[src/rtl/vks_pkg.sv]
// ----------------------------------------------------------------------------
// Velocity keybed scanner package
// Types and constants shared by the scanner modules.
// ----------------------------------------------------------------------------
`default_nettype none

package vks_pkg;

    localparam int KEY_IDX_W = 6;
    localparam int TICK_W    = 32;
    localparam int PHASE_W   = 3;
    localparam int ENTRY_W   = PHASE_W + TICK_W;

    localparam logic [PHASE_W-1:0] PHASE_OFF  = 3'd0;
    localparam logic [PHASE_W-1:0] PHASE_FULL = 3'd7;
    localparam int                 PHASE_ON_BIT = 2;

    localparam logic [1:0] CONTACT_NONE  = 2'd0;
    localparam logic [1:0] CONTACT_UPPER = 2'd1;
    localparam logic [1:0] CONTACT_BOTH  = 2'd3;

    typedef enum logic [2:0] {
        ST_IDLE  = 3'b001,
        ST_WALK  = 3'b010,
        ST_FLUSH = 3'b100
    } scan_state_t;

    typedef struct packed {
        logic [KEY_IDX_W-1:0] key_index;
        logic                 key_down;
        logic [TICK_W-1:0]    elapsed_ticks;
    } key_event_t;

endpackage

`default_nettype wire

[src/rtl/velocity_keybed_scanner_unit.sv]
// ----------------------------------------------------------------------------
// Velocity keybed scanner unit
// Turns full scans of a two-contact keyboard into key-down and key-up events
// carrying the elapsed scan ticks as a velocity measure.
// ----------------------------------------------------------------------------
// Each beat on the s_ channel is one scan: active-low upper and lower contact
// bits, bit k for key k. Each beat on the m_ channel is one event; the last
// event of a scan carries m_last_event. A scan with no event gives no beat.
// The per-key phase and start time live in one RAM with a registered read;
// the walk reads key k+1 while key k is processed and written back.
// A scan is taken in ST_IDLE, then walks SCAN_KEYS keys at one key per cycle
// while the receiver keeps up; ST_FLUSH then releases its final event, if any.
// Each event is held back in the holding register until the next event of the
// scan is found or the walk ends, so that the last one can be marked; the
// final event moves to the output register in ST_FLUSH once that is free.
// A stalled receiver holds the walk while an event waits in
// the holding register and the output register is full. s_ready is high
// only between scans.
// Reset clears the tick counter, the key valid bits (so every key reads as
// off with a start time of zero) and all handshake state; no RAM sweep.
// ----------------------------------------------------------------------------
`default_nettype none

module velocity_keybed_scanner_unit #(
    parameter int SCAN_KEYS = 64
) (
    input  wire logic                           aclk,
    input  wire logic                           aresetn,
    input  wire logic                           s_valid,
    output logic                                s_ready,
    input  wire logic [63:0]                    s_upper_contacts,
    input  wire logic [63:0]                    s_lower_contacts,
    output logic                                m_valid,
    input  wire logic                           m_ready,
    output logic      [vks_pkg::KEY_IDX_W-1:0]  m_key_index,
    output logic                                m_key_down,
    output logic      [vks_pkg::TICK_W-1:0]     m_elapsed_ticks,
    output logic                                m_last_event
);

    import vks_pkg::*;

    localparam int KW = $clog2(SCAN_KEYS);

    scan_state_t          state_reg, state_next;
    logic [SCAN_KEYS-1:0] up_sh_reg, up_sh_next;
    logic [SCAN_KEYS-1:0] lo_sh_reg, lo_sh_next;
    logic [TICK_W-1:0]    tick_reg, tick_next;
    logic [KW-1:0]        key_reg, key_next;
    logic [SCAN_KEYS-1:0] valid_reg, valid_next;
    logic                 pend_valid_reg, pend_valid_next;
    key_event_t           pend_reg, pend_next;
    logic                 out_valid_reg, out_valid_next;
    key_event_t           out_reg, out_next;
    logic                 out_last_reg, out_last_next;

    logic                 ram_we;
    logic [KW-1:0]        ram_raddr;
    logic [ENTRY_W-1:0]   ram_rdata;
    logic [ENTRY_W-1:0]   ram_wdata;

    logic                 out_free;
    logic                 go;
    logic                 last_key;
    logic [PHASE_W-1:0]   phase;
    logic [TICK_W-1:0]    start;
    logic [1:0]           contact;
    logic                 changed;
    logic [PHASE_W-1:0]   phase_new;
    logic [TICK_W-1:0]    start_new;
    logic                 event_hit;
    key_event_t           new_event;

    vks_ram #(
        .WIDTH(ENTRY_W),
        .DEPTH(SCAN_KEYS)
    ) u_key_ram (
        .aclk   (aclk),
        .wr_en  (ram_we),
        .wr_addr(key_reg),
        .wr_data(ram_wdata),
        .rd_addr(ram_raddr),
        .rd_data(ram_rdata)
    );

    always_comb begin
        out_free = !out_valid_reg || m_ready;
        go       = (state_reg == ST_WALK) && (!pend_valid_reg || out_free);
        last_key = (key_reg == KW'(SCAN_KEYS - 1));

        phase   = valid_reg[key_reg] ? ram_rdata[TICK_W +: PHASE_W] : PHASE_OFF;
        start   = valid_reg[key_reg] ? ram_rdata[TICK_W-1:0] : '0;
        contact = {~lo_sh_reg[0], ~up_sh_reg[0]};
        changed = (contact != phase[1:0]);

        start_new = start;
        event_hit = 1'b0;
        new_event.key_index     = KEY_IDX_W'(key_reg);
        new_event.elapsed_ticks = tick_reg - start;
        new_event.key_down      = 1'b0;
        case (contact)
            CONTACT_UPPER: begin
                phase_new = {phase[PHASE_ON_BIT], 2'b01};
                start_new = tick_reg;
            end
            CONTACT_BOTH: begin
                phase_new          = PHASE_FULL;
                event_hit          = changed && !phase[PHASE_ON_BIT];
                new_event.key_down = 1'b1;
            end
            default: begin
                phase_new = PHASE_OFF;
                event_hit = changed && phase[PHASE_ON_BIT];
            end
        endcase
        ram_wdata = {phase_new, start_new};
    end

    always_comb begin
        state_next      = state_reg;
        up_sh_next      = up_sh_reg;
        lo_sh_next      = lo_sh_reg;
        tick_next       = tick_reg;
        key_next        = key_reg;
        valid_next      = valid_reg;
        pend_valid_next = pend_valid_reg;
        pend_next       = pend_reg;
        out_valid_next  = m_ready ? 1'b0 : out_valid_reg;
        out_next        = out_reg;
        out_last_next   = out_last_reg;
        ram_we          = 1'b0;
        ram_raddr       = '0;

        unique case (state_reg)
            ST_IDLE: begin
                if (s_valid) begin
                    up_sh_next = s_upper_contacts[SCAN_KEYS-1:0];
                    lo_sh_next = s_lower_contacts[SCAN_KEYS-1:0];
                    tick_next  = tick_reg + 32'd1;
                    key_next   = '0;
                    state_next = ST_WALK;
                end
            end
            ST_WALK: begin
                ram_raddr = key_reg;
                if (go) begin
                    ram_we     = changed;
                    up_sh_next = up_sh_reg >> 1;
                    lo_sh_next = lo_sh_reg >> 1;
                    if (changed) begin
                        valid_next[key_reg] = 1'b1;
                    end
                    if (last_key) begin
                        key_next   = '0;
                        ram_raddr  = '0;
                        state_next = ST_FLUSH;
                    end else begin
                        key_next  = key_reg + KW'(1);
                        ram_raddr = key_reg + KW'(1);
                    end
                    if (event_hit) begin
                        if (pend_valid_reg) begin
                            out_next       = pend_reg;
                            out_last_next  = 1'b0;
                            out_valid_next = 1'b1;
                        end
                        pend_next       = new_event;
                        pend_valid_next = 1'b1;
                    end
                end
            end
            ST_FLUSH: begin
                if (!pend_valid_reg) begin
                    state_next = ST_IDLE;
                end else if (out_free) begin
                    out_next        = pend_reg;
                    out_last_next   = 1'b1;
                    out_valid_next  = 1'b1;
                    pend_valid_next = 1'b0;
                    state_next      = ST_IDLE;
                end
            end
            default: begin
                state_next = ST_IDLE;
            end
        endcase
    end

    always_ff @(posedge aclk) begin
        if (!aresetn) begin
            state_reg      <= ST_IDLE;
            tick_reg       <= '0;
            valid_reg      <= '0;
            pend_valid_reg <= 1'b0;
            out_valid_reg  <= 1'b0;
        end else begin
            state_reg      <= state_next;
            tick_reg       <= tick_next;
            valid_reg      <= valid_next;
            pend_valid_reg <= pend_valid_next;
            out_valid_reg  <= out_valid_next;
        end
        up_sh_reg    <= up_sh_next;
        lo_sh_reg    <= lo_sh_next;
        key_reg      <= key_next;
        pend_reg     <= pend_next;
        out_reg      <= out_next;
        out_last_reg <= out_last_next;
    end

    assign s_ready         = (state_reg == ST_IDLE);
    assign m_valid         = out_valid_reg;
    assign m_key_index     = out_reg.key_index;
    assign m_key_down      = out_reg.key_down;
    assign m_elapsed_ticks = out_reg.elapsed_ticks;
    assign m_last_event    = out_last_reg;

endmodule

`default_nettype wire

[src/rtl/vks_ram.sv]
// ----------------------------------------------------------------------------
// Velocity keybed scanner RAM
// Simple dual-port synchronous RAM with a registered read port.
// ----------------------------------------------------------------------------
`default_nettype none

module vks_ram #(
    parameter int WIDTH = 35,
    parameter int DEPTH = 64
) (
    input  wire logic                     aclk,
    input  wire logic                     wr_en,
    input  wire logic [$clog2(DEPTH)-1:0] wr_addr,
    input  wire logic [WIDTH-1:0]         wr_data,
    input  wire logic [$clog2(DEPTH)-1:0] rd_addr,
    output logic      [WIDTH-1:0]         rd_data
);

    logic [WIDTH-1:0] mem [DEPTH];

    always_ff @(posedge aclk) begin
        if (wr_en) begin
            mem[wr_addr] <= wr_data;
        end
        rd_data <= mem[rd_addr];
    end

endmodule

`default_nettype wire

[config.mk]
export PLATFORM = sky130hd
export DESIGN_NAME = velocity_keybed_scanner_unit
export DESIGN_NICKNAME = d
export VERILOG_FILES = /design/src/rtl/vks_pkg.sv /design/src/rtl/velocity_keybed_scanner_unit.sv /design/src/rtl/vks_ram.sv
export SDC_FILE = /design/constraint.sdc
export NUM_CORES = 2
export LEC_CHECK = 0
export BUFFER_PORTS_ARGS = -buffer_cell sky130_fd_sc_hd__clkbuf_2
export CAP_MARGIN = 20
export CORE_ASPECT_RATIO = 0.5
export CORE_MARGIN = 4
export CORE_UTILIZATION = 55
export CTS_CLUSTER_SIZE = 16
export DETAILED_ROUTE_END_ITERATION = 7
export PLACE_DENSITY = 0.83
export SETUP_SLACK_MARGIN = 0.2
export SLEW_MARGIN = 20
export SYNTH_ARGS = -nofsm -noshare
export SYNTH_HDL_FRONTEND = slang
export SYNTH_SLANG_ARGS = --single-unit
[constraint.sdc]
create_clock -name aclk -period 7.2 [get_ports aclk]
set_input_delay 1.44 -clock aclk [delete_from_list [all_inputs] [get_ports aclk]]
set_output_delay 1.44 -clock aclk [all_outputs]
set_load 0.01 [all_outputs]
# Word-level counts from Yosys, hierarchy flattened
# Memory sizes are Yosys's and may differ from the RTL's. A register that Yosys moved wholly into a read port is not among the register bits.
# Index checks and enable logic that the tools add are counted.
[classes]
n_addsub = 3
order_cmp = 2
eq_ne = 15
mux = 55
bitwise = 3
n_reduce_logical = 19
[op_table]
columns = ["operator", "n"]
rows = [
  ["64-bit two-way mux", 4],
  ["64-bit one-hot mux with 2 select lines", 2],
  ["39-bit two-way mux", 5],
  ["39-bit one-hot mux with 2 select lines", 1],
  ["32-bit two-way mux", 2],
  ["64-bit OR", 1],
  ["32-bit by 1-bit adder with 32-bit output (second input constant)", 1],
  ["32-bit subtractor", 1],
  ["6-bit two-way mux", 4],
  ["1-bit two-way mux", 22],
  ["3-bit two-way mux", 6],
  ["2-bit inequality test (second input constant)", 7],
  ["6-bit one-hot mux with 2 select lines", 1],
  ["3-bit AND reduction", 4],
  ["3-bit one-hot mux with 3 select lines", 1],
  ["1-bit one-hot mux with 2 select lines", 4],
  ["6-bit by 7-bit less-than comparator with 1-bit output (second input constant)", 1],
  ["6-bit by 1-bit adder with 6-bit output (second input constant)", 1],
  ["1-bit binary-select mux with 6-bit select", 1],
  ["1-bit demux with 6-bit select", 1],
  ["6-bit == test (second input constant)", 1],
  ["6-bit by 1-bit greater-or-equal comparator with 1-bit output (second input constant)", 1],
  ["3-bit one-hot mux with 2 select lines", 1],
  ["6-bit AND reduction", 1],
  ["14 further kinds", 23],
]
[word_totals]
ff_bits = 314
ram_bits = 2240
in_bits = 132
output_inout_bits = 42
word_cells = 113
mem_count = 1
[memory_table]
columns = ["memory", "depth", "word_bits", "rd", "rd_clocked_by_memory_dff", "write_ports", "line_no", "text"]
rows = [
  ["u_key_ram.mem", 64, 35, 1, 1, 1, "vks_ram.sv:19", "logic [WIDTH-1:0] mem [DEPTH];"],
]

# Depth between registers and ports, before layout
[logic_depth]
ltp_word = 9
ltp_mapped = 20
mapped_depth_nobuf = 17

# Modules after synthesis
# A second synthesis with hierarchy kept.
[hier_totals]
cells_unflattened = 5335
area_unflattened_um2 = 101175.8
[by_module_without_submodules]
columns = ["mod", "instances", "cells_per_inst", "area_per_inst_um2", "seq_area_each_um2"]
rows = [
  ["vks_ram", 1, 3835, 86167.6, 67965.2],
  ["velocity_keybed_scanner_unit", 1, 1500, 15008.1, 8418.1],
]

# Least setup slack after synthesis
# Ideal clock, no wire load.
[synth_timing]
path_kind = "flip-flop to flip-flop"
from = "reg up_sh_reg[0]"
to = "reg out_reg (netlist bit m_elapsed_ticks[0]), enable pin"
setup_time_ns = 0.400
t_arrival_ns = 5.282
required_ns = 6.800
setup_slack_ns = 1.518
stages_incl_launch_ff = 5
n_path_buf = 0
synth_period_minus_slack_ns = 5.682
path_cell_list = "edfxtp_1 > nor2_1 > mux2i_1 > nor2_1 > o21a_1"
[synth_via]
elab_chain_cells = 6
elab_cells_between_ends = 9
classes_between = "4 x eq/ne; 1 x mux; 1 x bitwise; 3 x reduce/logical"
[synth_lines]
columns = ["item", "line_no", "text"]
rows = [
  ["from (decl)", "velocity_keybed_scanner_unit.sv:46", "logic [SCAN_KEYS-1:0] up_sh_reg, up_sh_next;"],
  ["from (signal assigned)", "velocity_keybed_scanner_unit.sv:203", "up_sh_reg <= up_sh_next;"],
  ["1-bit NOT *", "velocity_keybed_scanner_unit.sv:93", "contact = {~lo_sh_reg[0], ~up_sh_reg[0]};"],
  ["2-bit inequality test", "velocity_keybed_scanner_unit.sv:94", "changed = (contact != phase[1:0]);"],
  ["1-bit logical AND (on tied branches)", "velocity_keybed_scanner_unit.sv:113, velocity_keybed_scanner_unit.sv:108", ""],
  ["1-bit one-hot mux with 2 select lines *", "velocity_keybed_scanner_unit.sv:101", "case (contact)"],
  ["2-bit inequality test (no line) *", "-", ""],
  ["6-bit AND reduction (no line) *", "-", ""],
  ["to (signal assigned)", "velocity_keybed_scanner_unit.sv:207", "out_reg <= out_next;"],
  ["to (decl)", "velocity_keybed_scanner_unit.sv:54", "key_event_t out_reg, out_next;"],
]
# Mark *: on every way between the ends. The rest lies on a longest branch, timed or not.
# A chain may end at the register's enable or synchronous reset.

==> Implementation_results.wiki <==
{| class="wikitable"
! Metric !! Value
|-
| Status || finished with violations
|-
| Violations in the final reports || DRC
|-
| Maximum number of pins on one net before global-route repair || 200
|-
| Dominant cell type by count on the critical path || a21o_1
|-
| Clock Tree Root || clkbuf_16
|-
| Relative slew slack || about 16%
|-
| Kind of end point of the critical path || flop
|-
| Detail Route Antenna Nets || 0
|-
| Die extent in x || between 600 and 700 µm
|-
| Vias || between 70000 and 80000
|-
| Detailed router's first-iteration violation count || around 13000
|-
| Largest fanout of any net on the critical path || 30
|-
| GRT met1 Usage || 37.6%
|-
| Average wire length per cell after detail routing || roughly 27 µm
|-
| R2r endpoint || pend_reg[31]
|-
| Peak ir drop on the vdd network || a little over 300 µV
|-
| Number of nets at the end of the flow || 8347
|-
| Final hold violation count || 0
|-
| Final-layout setup total negative slack || 0 ps
|-
| Grt met3 use || between 10% and 20%
|-
| Setup slack, reg-to-reg || around 1300 ps
|-
| Count of mapped cells out of synthesis || 8138
|-
| Share of layout cells above drive strength 1 || about a tenth
|-
| GR peak layer || met2
|-
| Area enclosed by the die boundary || between 150000 and 200000 µm²
|-
| Critical path start-end classification || flop to flop
|-
| Class of the tightest hold or removal check || flop to flop
|-
| Weighted congestion reported at the end of routability-driven placement || ~0.9
|-
| Overall global routing resource usage || 29.4%
|-
| Clock slew seen by the registers of the worst setup and hold paths || 70 ps
|-
| Row cnt || approximately 110
|-
| Slew Limit Fails || 0
|-
| Number of global-route vias before repair || between 60000 and 70000
|-
| Maximum capacitance violations || 0
|-
| Kind of cell adding the most delay to the critical path || compound AO/OA/AOI/OAI gates
|-
| Critical Path, Cell by Cell || buf_4, mux4_2, mux2i_1, o22ai_1, nor2_1, o2111ai_4, nand2_1, ha_1, a21o_1, a221oi_1, o21bai_1, a21o_1, a311oi_1, o31ai_1, a311o_1, o41a_1, xnor2_1
|-
| Share of the core filled with cells in the final layout || between 60% and 70%
|-
| Buffers added on ports || between 150 and 200
|-
| Hold wc startpoint || pend_reg[3]
|-
| Net count after synthesis || a little over 8000
|-
| Clk Latency, worst-skew pair || ~900 ps
|-
| Syn. warnings || 0
|-
| Reg-to-Reg Start || key_reg[1]
|-
| Slowest-stage cell, CP || a311oi_1
|-
| Post-synthesis instance area || between 100000 and 150000 µm²
|-
| Part of the Yosys area used for sequential elements || 73.7%
|-
| Detailed Routing Iterations Pass 1 || 8
|-
| Clock buffers created by TritonCTS || about 220
|-
| Filler cells || 12600
|-
| Initial core utilization || 55.4%
|-
| Final critical-path required period || ~6000 ps
|-
| CTS tree || yes
|-
| Stage delay of the slowest cell on the critical path || 660 ps
|-
| Mapped Avg Cell Area || between 10 and 15 µm²
|-
| Post-synthesis async set-or-reset flop share || 0%
|-
| Top Ports || 174
|-
| Maximum clock skew at final layout || around 45 ps
|-
| Number of enable-type register cells in the synthesized netlist || between 2000 and 2500
|-
| Data arrival time at the worst-slack endpoint || between 6000 and 7000 ps
|-
| Buf/Inv on CP || 1
|-
| Number of setup buffers added after CTS || 0
|-
| Height of the chip || roughly 310 µm
|-
| Length in cells of the worst reg-to-reg path || 17
|-
| Average vias per placed instance || between 6 and 7
|-
| Met2 usage in global routing || between 40% and 50%
|-
| Primary FF master, synth || edfxtp_1
|-
| CTS H-tree depth || 4
|-
| CP Launch Type || flop
|-
| Cell depth of the worst hold path || 0
|-
| Number of library cell types mapped by synthesis || 69
|-
| Final setup violation count || 0
|-
| Wire length of the first global-routing pass || 429 mm
|-
| Maximum count of clock buffers along a single path || 3
|-
| Number of synthesized register bits || roughly 2600
|-
| Transition time at the pin with the least slew margin || about 1300 ps
|-
| Remaining routing DRC violations || 2
|-
| Number of flip-flops in the largest register || between 2000 and 2500
|-
| Signed area change from the synthesized netlist to the final layout || 11.4%
|-
| Period Utilization, post-route || between 80% and 90%
|-
| Resize count post-CTS || 0
|-
| Power Dens Cells || ~250 nW/µm²
|-
| Final HPWL from detailed placement || about 160 mm
|-
| Count of hold-fix buffers inserted at cts || 0
|-
| Clock sink count || between 2000 and 3000
|-
| Area inside the core boundary || 187000 µm²
|-
| Overflow left after global routing || 0
|-
| Hold-critical path endpoint || m_elapsed_ticks[3]
|-
| Static leakage || around 0.041 µW
|-
| Wire length after detailed routing || slightly below 300 mm
|-
| Number of antenna violations at the first check in global routing || 35
|-
| RSZ-0062 raised after global routing || no
|-
| Largest register by flop count || u_key_ram.mem
|-
| Required time at the worst-slack endpoint || 7780 ps
|-
| Maximum clock frequency || 170 MHz
|}
placed cells by master, fill, tap and decap left out, types with 49 or more instances in the layout:
cell	synthesis	routed
dfxtp_1	136	136
a211oi_1	73	73
edfxtp_1	2453	2453
xnor2_1	49	49
clkbuf_16	0	220
nand3_1	861	861
nor2_4	0	60
clkbuf_2	0	172
a31oi_1	76	76
buf_4	8	175
nand2_1	2642	2639
nor3_1	87	55
o21ai_0	108	77
and3_1	223	223
clkbuf_1	405	59
a311oi_1	422	422
through the flow:
step	setup slack, ps	total power (µW)	hold slack, ps	instance area [µm²]	cells
final	1320	29200	411	115000	10900
after global routing	1090	29900	413	115000	10900
after detailed placement	1060	18000	405	108000	10500
after CTS	1450	29100	405	115000	10900
after global placement	689	17900	403	108000	10500
after floorplan	1520	17500	400	104000	8138
worst max path at each step:
stage,from,end,cells past startpoint
2_1_floorplan,up_sh_reg[0],m_elapsed_ticks[0],4
3_3_place_gp,m_ready,u_key_ram.rd_data[26],13
3_5_place_dp,m_ready,u_key_ram.rd_data[30],14
4_1_cts,key_reg[1],pend_reg[31],17
5_1_grt,key_reg[1],pend_reg[31],17
6_report,key_reg[1],pend_reg[31],17
per-layer routing:
layer / up-vias / part of all wire (%)
met2: 6351 / 44
met3: 1121 / 17
met5: - / 0.080
met1: 34300 / 33
met4: 26 / 6.0
li1: 30000 / -
cell type report:
class | instances | area [µm²] | area share (%)
flip-flops and latches | 2589 | 76400 | 66.2
multi-input cells | 4963 | 25900 | 22.5
clock buffers | 290 | 5880 | 5.09
well taps | 2508 | 3140 | 2.72
repair buffers | 388 | 2980 | 2.58
clock inverters | 105 | 937 | 0.812
inverters | 23 | 125 | 0.108
diodes | 28 | 70.1 | 0.0607
cells in the mapped netlist (7+ instances only):
master / n / area share, %
nand2_1: 2642 / 9.6
edfxtp_1: 2453 / 71
nand3_1: 861 / 4.2
a311oi_1: 422 / 3.6
clkbuf_1: 405 / 1.5
and3_1: 223 / 1.3
dfxtp_1: 136 / 2.6
o21ai_0: 108 / 0.52
buf_2: 103 / 0.50
nor2_1: 88 / 0.32
nor3_1: 87 / 0.42
a31oi_1: 76 / 0.46
a211oi_1: 73 / 0.53
xnor2_1: 49 / 0.41
buf_1: 45 / 0.16
or3_1: 45 / 0.27
a22o_1: 35 / 0.30
ha_1: 33 / 0.40
and2_1: 30 / 0.18
a21oi_1: 24 / 0.12
inv_1: 17 / 0.062
a21o_1: 14 / 0.10
nand4_1: 14 / 0.084
o21a_1: 13 / 0.094
mux2_2: 10 / 0.11
xor2_1: 9 / 0.076
a21boi_0: 8 / 0.058
buf_4: 8 / 0.058
mux4_2: 8 / 0.17
nand3_2: 8 / 0.077
nor2b_1: 8 / 0.048
mux2i_1: 7 / 0.068
o21bai_1: 7 / 0.051
report_power, final:
part	total, µW	internal, µW	leakage, µW	switching [µW]
clock	11500	6250	0.00333	5290
sequential	16600	16500	0.0240	76.0
combinational	1100	296	0.0133	802
kinds of logic (layout without fill, tap and decap cells):
family	after synthesis	count (layout)	synth area share, %
multiplexers	25	25	0.350
adder cells (fa/ha/maj)	34	34	0.418
AND/OR/NAND/NOR	4027	4027	16.6
AO/OA/AOI/OAI	819	819	6.13
flip-flops	2589	2589	73.7
other	0	28	0
XOR/XNOR	58	58	0.490
buffers and inverters	586	806	2.29
No activity file was read; power rests on OpenSTA's default activity.
